<file path="config.mk">
export PLATFORM = sky130hd
export DESIGN_NAME = truth_table_variable_permute_top
export DESIGN_NICKNAME = d
export VERILOG_FILES = /design/src/design/ttvp_pkg.sv /design/src/design/ttvp_lehmer.sv /design/src/design/ttvp_xbar.sv /design/src/design/truth_table_variable_permute_top.sv
export SDC_FILE = /design/constraint.sdc
export NUM_CORES = 2
export LEC_CHECK = 0
export ABC_AREA = 0
export BUFFER_PORTS_ARGS = -buffer_cell sky130_fd_sc_hd__buf_2
export CORE_MARGIN = 2
export CORE_UTILIZATION = 25
export CTS_CLUSTER_SIZE = 16
export DETAILED_ROUTE_END_ITERATION = 16
export MAX_ROUTING_LAYER = met4
export PLACE_DENSITY = 0.39
export SYNTH_ARGS = -nofsm -noshare
export SYNTH_HDL_FRONTEND = slang
export SYNTH_SLANG_ARGS = --single-unit
</file>
<file path="constraint.sdc">
create_clock -name clk -period 8.51 [get_ports clk]
set_clock_uncertainty 0.05 [all_clocks]
set_input_delay 1.702 -clock clk [delete_from_list [all_inputs] [get_ports clk]]
set_output_delay 1.702 -clock clk [all_outputs]
set_load 0.01 [all_outputs]
</file>
<file path="src/design/ttvp_pkg.sv">
// shared types, constants and helper functions for the truth table variable permuter
package ttvp_pkg;

  localparam int NUM_VARS   = 6;
  localparam int PERM_COUNT = 720;

  localparam int TABLE_W    = 64;
  localparam int PERM_W     = 10;
  localparam int TABLE_BITS = 1 << NUM_VARS;
  localparam int VAR_W      = (NUM_VARS > 1) ? $clog2(NUM_VARS) : 1;
  localparam int HALF_VARS  = NUM_VARS / 2;

  // reciprocal scaling, exact floor quotient for divisors up to 2^PERM_W
  localparam int RECIP_SHIFT = 2 * PERM_W;
  localparam int QUOT_W      = PERM_W + RECIP_SHIFT;

  typedef logic [VAR_W-1:0]    var_idx_t;
  typedef var_idx_t [NUM_VARS-1:0] dest_t;
  typedef logic [NUM_VARS-1:0] var_mask_t;

  typedef struct packed {
    logic [TABLE_W-1:0] truth_table;
    logic [PERM_W-1:0]  perm_number;
  } request_t;

  typedef struct packed {
    logic [TABLE_W-1:0] permuted_table;
    logic               bad_index;
  } result_t;

  // decoded permutation handed from the decoder to the crossbar
  typedef struct packed {
    logic               bad;
    logic [TABLE_W-1:0] table_bits;
    dest_t              dest;
  } decoded_t;

  // product of the radices below digit position p
  function automatic int perm_divisor(input int p);
    int prod;
    prod = 1;
    for (int q = 0; q < p; q++) begin
      prod = prod * (NUM_VARS - q);
    end
    return prod;
  endfunction

  // index of the digit-th variable not yet taken, ascending
  function automatic var_idx_t pick_var(input var_mask_t used, input var_idx_t digit);
    var_idx_t         idx;
    logic [VAR_W:0]   seen;
    logic             found;
    idx   = '0;
    seen  = '0;
    found = 1'b0;
    for (int v = 0; v < NUM_VARS; v++) begin
      if (!used[v] && !found) begin
        if (seen == {1'b0, digit}) begin
          idx   = VAR_W'(v);
          found = 1'b1;
        end
        seen = seen + 1'b1;
      end
    end
    return idx;
  endfunction

endpackage

</file>
<file path="src/design/ttvp_lehmer.sv">
// three stage lehmer code decoder: digits, then destinations in two halves
module ttvp_lehmer (
  input  logic              clk,
  input  logic              rst,
  input  logic              valid,
  input  ttvp_pkg::request_t request,
  output logic              decoded_valid,
  output ttvp_pkg::decoded_t decoded
);
  import ttvp_pkg::*;

  // stage 1: mixed radix digits
  logic               s1_valid;
  logic               s1_bad;
  logic [TABLE_W-1:0] s1_table;
  dest_t              s1_digit;
  dest_t              digit_next;
  logic [PERM_W-1:0]  quot [NUM_VARS+1];

  // quotient by each radix product, through a reciprocal multiply
  assign quot[0] = request.perm_number;
  for (genvar p = 1; p <= NUM_VARS; p++) begin : g_quot
    localparam int Divisor = perm_divisor(p);
    localparam int Recip   = ((1 << RECIP_SHIFT) + Divisor - 1) / Divisor;
    logic [QUOT_W-1:0] prod;
    assign prod    = QUOT_W'(request.perm_number) * QUOT_W'(Recip);
    assign quot[p] = prod[QUOT_W-1:RECIP_SHIFT];
  end

  // digit is what the next quotient leaves over
  for (genvar p = 0; p < NUM_VARS; p++) begin : g_digit
    localparam int Radix = NUM_VARS - p;
    logic [PERM_W-1:0] rem;
    assign rem           = quot[p] - quot[p+1] * PERM_W'(Radix);
    assign digit_next[p] = rem[VAR_W-1:0];
  end

  always_ff @(posedge clk) begin
    if (rst) begin
      s1_valid <= 1'b0;
    end else begin
      s1_valid <= valid;
    end
    s1_bad   <= int'(request.perm_number) >= PERM_COUNT;
    s1_table <= request.truth_table;
    s1_digit <= digit_next;
  end

  // stage 2: first half of the destinations
  logic               s2_valid;
  logic               s2_bad;
  logic [TABLE_W-1:0] s2_table;
  dest_t              s2_digit;
  dest_t              s2_dest;
  var_mask_t          s2_used;
  dest_t              s2_dest_next;
  var_mask_t          s2_used_next;

  always_comb begin
    s2_dest_next = '0;
    s2_used_next = '0;
    for (int p = 0; p < HALF_VARS; p++) begin
      s2_dest_next[p] = pick_var(s2_used_next, s1_digit[p]);
      s2_used_next[s2_dest_next[p]] = 1'b1;
    end
  end

  always_ff @(posedge clk) begin
    if (rst) begin
      s2_valid <= 1'b0;
    end else begin
      s2_valid <= s1_valid;
    end
    s2_bad   <= s1_bad;
    s2_table <= s1_table;
    s2_digit <= s1_digit;
    s2_dest  <= s2_dest_next;
    s2_used  <= s2_used_next;
  end

  // stage 3: remaining destinations
  dest_t     s3_dest_next;
  var_mask_t s3_used;

  always_comb begin
    s3_dest_next = s2_dest;
    s3_used      = s2_used;
    for (int p = HALF_VARS; p < NUM_VARS; p++) begin
      s3_dest_next[p] = pick_var(s3_used, s2_digit[p]);
      s3_used[s3_dest_next[p]] = 1'b1;
    end
  end

  always_ff @(posedge clk) begin
    if (rst) begin
      decoded_valid <= 1'b0;
    end else begin
      decoded_valid <= s2_valid;
    end
    decoded.bad        <= s2_bad;
    decoded.table_bits <= s2_table;
    decoded.dest       <= s3_dest_next;
  end

endmodule

</file>
<file path="src/design/ttvp_xbar.sv">
// two stage bit crossbar: source index per output bit, then the bit select
module ttvp_xbar (
  input  logic               clk,
  input  logic               rst,
  input  logic               decoded_valid,
  input  ttvp_pkg::decoded_t decoded,
  output logic               done,
  output ttvp_pkg::result_t  result
);
  import ttvp_pkg::*;

  typedef logic [NUM_VARS-1:0] bit_idx_t;

  // stage 4: source assignment for every output bit
  logic               s4_valid;
  logic               s4_bad;
  logic [TABLE_W-1:0] s4_table;
  bit_idx_t           s4_src [TABLE_BITS];
  bit_idx_t           src_next [TABLE_BITS];

  for (genvar i = 0; i < TABLE_BITS; i++) begin : g_src
    localparam bit_idx_t Idx = NUM_VARS'(i);
    for (genvar k = 0; k < NUM_VARS; k++) begin : g_bit
      assign src_next[i][k] = Idx[decoded.dest[k]];
    end
  end

  always_ff @(posedge clk) begin
    if (rst) begin
      s4_valid <= 1'b0;
    end else begin
      s4_valid <= decoded_valid;
    end
    s4_bad   <= decoded.bad;
    s4_table <= decoded.table_bits;
    s4_src   <= src_next;
  end

  // stage 5: select, out of range forces zero
  logic [TABLE_W-1:0] table_next;

  always_comb begin
    table_next = '0;
    for (int i = 0; i < TABLE_BITS; i++) begin
      table_next[i] = s4_table[s4_src[i]] & ~s4_bad;
    end
  end

  always_ff @(posedge clk) begin
    if (rst) begin
      done <= 1'b0;
    end else begin
      done <= s4_valid;
    end
    result.permuted_table <= table_next;
    result.bad_index      <= s4_bad;
  end

endmodule

</file>
<file path="src/design/truth_table_variable_permute_top.sv">
// top level of the truth table variable permuter
//
// channel   ports                   direction  handshake
// request   start, busy, request    in         taken when start && !busy
// result    done, result            out        one cycle strobe, no back pressure
//
// a request enters every cycle; its result shows on done once it has passed the stages below
// stages: digit extract, two destination-select halves, crossbar index, bit select
// busy is tied low, since the receiver cannot stall nothing ever backs up
// reset clears the valid bits only; payload registers run free
module truth_table_variable_permute_top (
  input  logic               clk,
  input  logic               rst,
  input  logic               start,
  output logic               busy,
  input  ttvp_pkg::request_t request,
  output logic               done,
  output ttvp_pkg::result_t  result
);
  import ttvp_pkg::*;

  // link between decoder and crossbar
  logic     decoded_valid;
  decoded_t decoded;

  // pipeline always has room for a new request
  assign busy = 1'b0;

  // lehmer decode: stages one to three
  ttvp_lehmer u_lehmer (
    .clk           (clk),
    .rst           (rst),
    .valid         (start),
    .request       (request),
    .decoded_valid (decoded_valid),
    .decoded       (decoded)
  );

  // variable permutation crossbar: stages four and five
  ttvp_xbar u_xbar (
    .clk           (clk),
    .rst           (rst),
    .decoded_valid (decoded_valid),
    .decoded       (decoded),
    .done          (done),
    .result        (result)
  );

endmodule
</file>
==> flow_summary.json <==
{
  "status": "completed",
  "place_area_um2": 61400,
  "path_common_cell": "a21o_1",
  "h-tree-depth": 3,
  "synth_edf_count": 0,
  "worstSetupEndpointType": "flip-flop",
  "post-route-min-period_ns": 8.06,
  "hold_violations": 0,
  "hp-class": "reg -> reg",
  "setup_tns_ns": 0,
  "drtIter0Drc": 6374,
  "final_cells": 7122,
  "crit_fanout": 7,
  "grt_pass1_wl_um": 388000,
  "max_stage_delay_ns": 0.58,
  "max_cap_violations": 0,
  "fin_area_um2": 65400,
  "coreArea_um2": 232000,
  "tightest_slew_ns": 1.45,
  "first_pass_iters": 6,
  "layout-drive-gt1-share": 0.482,
  "place_congestion": 0.853,
  "dp_cells": 6888,
  "synthFlopType": "dfxtp_1",
  "cts.sinks": 756,
  "dp_slack_ns": -0.102,
  "power_density_nw_per_um2": 440,
  "relSlewSlack": 0.0321,
  "cts.clk_slew.worst_paths_ns": 0.06,
  "nNetsFinal": 4370,
  "crit_arrival_ns": 8.74,
  "layout_common_cells": "mux4_2 (1302), dfxtp_1 (688), inv_1 (335)",
  "critPathKind": "reg -> reg",
  "cts_tree": "yes",
  "synth_seq_area_share": 0.260,
  "holdWs_ns": 0.253,
  "path_delay_family": "simple AND/OR/NAND/NOR gates",
  "clockBufferDepth": 3,
  "internal_power_mw": 16.7,
  "total_power_mw": 28.7,
  "synth_seq_cells": 756,
  "fill_cells": 23500,
  "dieHeight_um": 486,
  "setup_viol_count_final": 0,
  "hpwl_um": 159000,
  "drt.antenna.violating_nets": 0,
  "ys_types": 113,
  "required_ns": 9.19,
  "start_util": 0.251,
  "power.leakage_nw": 24.3,
  "postLayoutSetupSlackWorst_ns": 0.450,
  "route.detailed.drc": 0,
  "insertion_delay_ns": 0.81,
  "vias_per_cell": 6.21,
  "grt_overflow": 0,
  "grt_pass1_vias": 45200,
  "layout_commonest_cell": "mux4_2",
  "grt_max_degree": 54,
  "ir_worst_vdd_mv": 0.370,
  "io_pins": 144,
  "synth_nets": 4647,
  "cp_num_buf_inv": 2,
  "final_max_slew_viol_count": 0,
  "numCtsBuffers": 101,
  "die_area_um2": 237000,
  "grtUsageTotal": 0.242,
  "vias": 44200,
  "p_clk_frac": 0.160,
  "post_drt_wl_per_cell_um": 39.9,
  "fin_crit_sh": 0.947,
  "p_sw_mw": 12.0,
  "slowest_stage": "or4_4",
  "fmax_mhz": 124,
  "syn_area_um2": 58200,
  "synth_warnings": 0,
  "avgSynthCellArea_um2": 13.7,
  "comb_power_share": 0.569,
  "fin_util": 0.282,
  "fp.dieW_um": 486,
  "io_buffers": 142,
  "cp-start-kind": "flip-flop",
  "seq_power_share": 0.271,
  "async_flop_share": 0,
  "area_growth_pct": 12.3,
  "antenna_found_initial": 29,
  "syn_inst": 4244,
  "sw_frac_of_total": 0.419,
  "drt-total-wl_um": 284000,
  "rows": 177,
  "cts-root-buf": "clkbuf_16"
}
[sequential cells by signal (all words and copies together) (netlist names), 6 cells and up]
| name | flops |
|---|---|
| u_xbar.s4_table | 64 |
| u_lehmer.s1_table | 64 |
| u_xbar.s4_src | 372 |
| u_lehmer.decoded | 83 |
| u_lehmer.s1_digit | 15 |
| u_lehmer.s2_digit | 6 |
| u_lehmer.s2_used | 6 |
| u_xbar.result | 65 |
| u_lehmer.s2_table | 64 |
| u_lehmer.s2_dest | 9 |
[layout make-up]
type | instances | area (um^2) | share of cell area
repair buffers | 299 | 1890 | 0.0290
clock inverters | 57 | 743 | 0.0114
flip-flops and latches | 756 | 15400 | 0.235
well taps | 3043 | 3810 | 0.0583
multi-input cells | 2466 | 39400 | 0.602
clock buffers | 129 | 2820 | 0.0431
diodes | 29 | 72.6 | 0.00111
inverters | 343 | 1290 | 0.0197
[synthesized netlist by cell type, drive strengths merged, types with 9 or more instances]
library cell	instances	area, um^2
nand2b	22	140
a211oi	9	90.1
o21a	12	91.3
xor2	30	263
mux4	1302	29300
and2	10	62.6
inv	339	1270
nand3	23	115
o21ai	65	359
dfxtp	756	15100
a21o	24	180
nor3	19	110
buf	111	467
clkbuf	568	2130
nand2	131	497
xnor2	37	324
or2	28	178
a21oi	42	233
fa	80	1600
ha	246	3080
nor2	150	571
nor2b	84	526
[timing repair]
item	in CTS	in global routing
buffers inserted	0	19
gates resized for setup	7	26
endpoints found under the setup margin	2	6
hold buffers	0	0
pin swaps	0	29
[final timing paths]
kind / start / end / slack, ns / depth (start not counted)
worst max-delay path: u_lehmer.s2_digit[10] / u_lehmer.decoded[17] / 0.45 / 42
worst min-delay path: u_lehmer.decoded[64] / u_xbar.s4_table[46] / 0.25 / 0
worst max register to register: u_lehmer.s2_digit[10] / u_lehmer.decoded[17] / 0.45 / 42
worst min register to register: u_lehmer.decoded[64] / u_xbar.s4_table[46] / 0.25 / 0
[metal layers]
| metal | vias to the layer above | wire length [um] | track usage |
|---|---|---|---|
| met5 | - | 0 | - |
| met4 | 0 | 15700 | 0.119 |
| li1 | 16000 | - | - |
| met1 | 23400 | 108000 | 0.302 |
| met3 | 946 | 34800 | 0.0788 |
| met2 | 3953 | 125000 | 0.353 |
[power by group through the flow]
stage	Sequential [mW]	Clock [mW]	Combinational, mW
after floorplan	5.49	0	13.6
after global placement	7.87	0	15.9
after detailed placement	7.87	0	15.9
after CTS	7.80	4.74	16.0
after global routing	8.13	4.87	17.5
final	7.78	4.61	16.3
[kinds of logic after synthesis]
kind of cell    share of synthesized area
simple gates                       0.0456
buf+inv                            0.0668
mux                                 0.505
compound gates                     0.0303
fa+ha+maj                          0.0808
other cells                     0.0000644
flops                               0.260
xor+xnor                           0.0109
No activity file was read; power rests on OpenSTA's default activity.
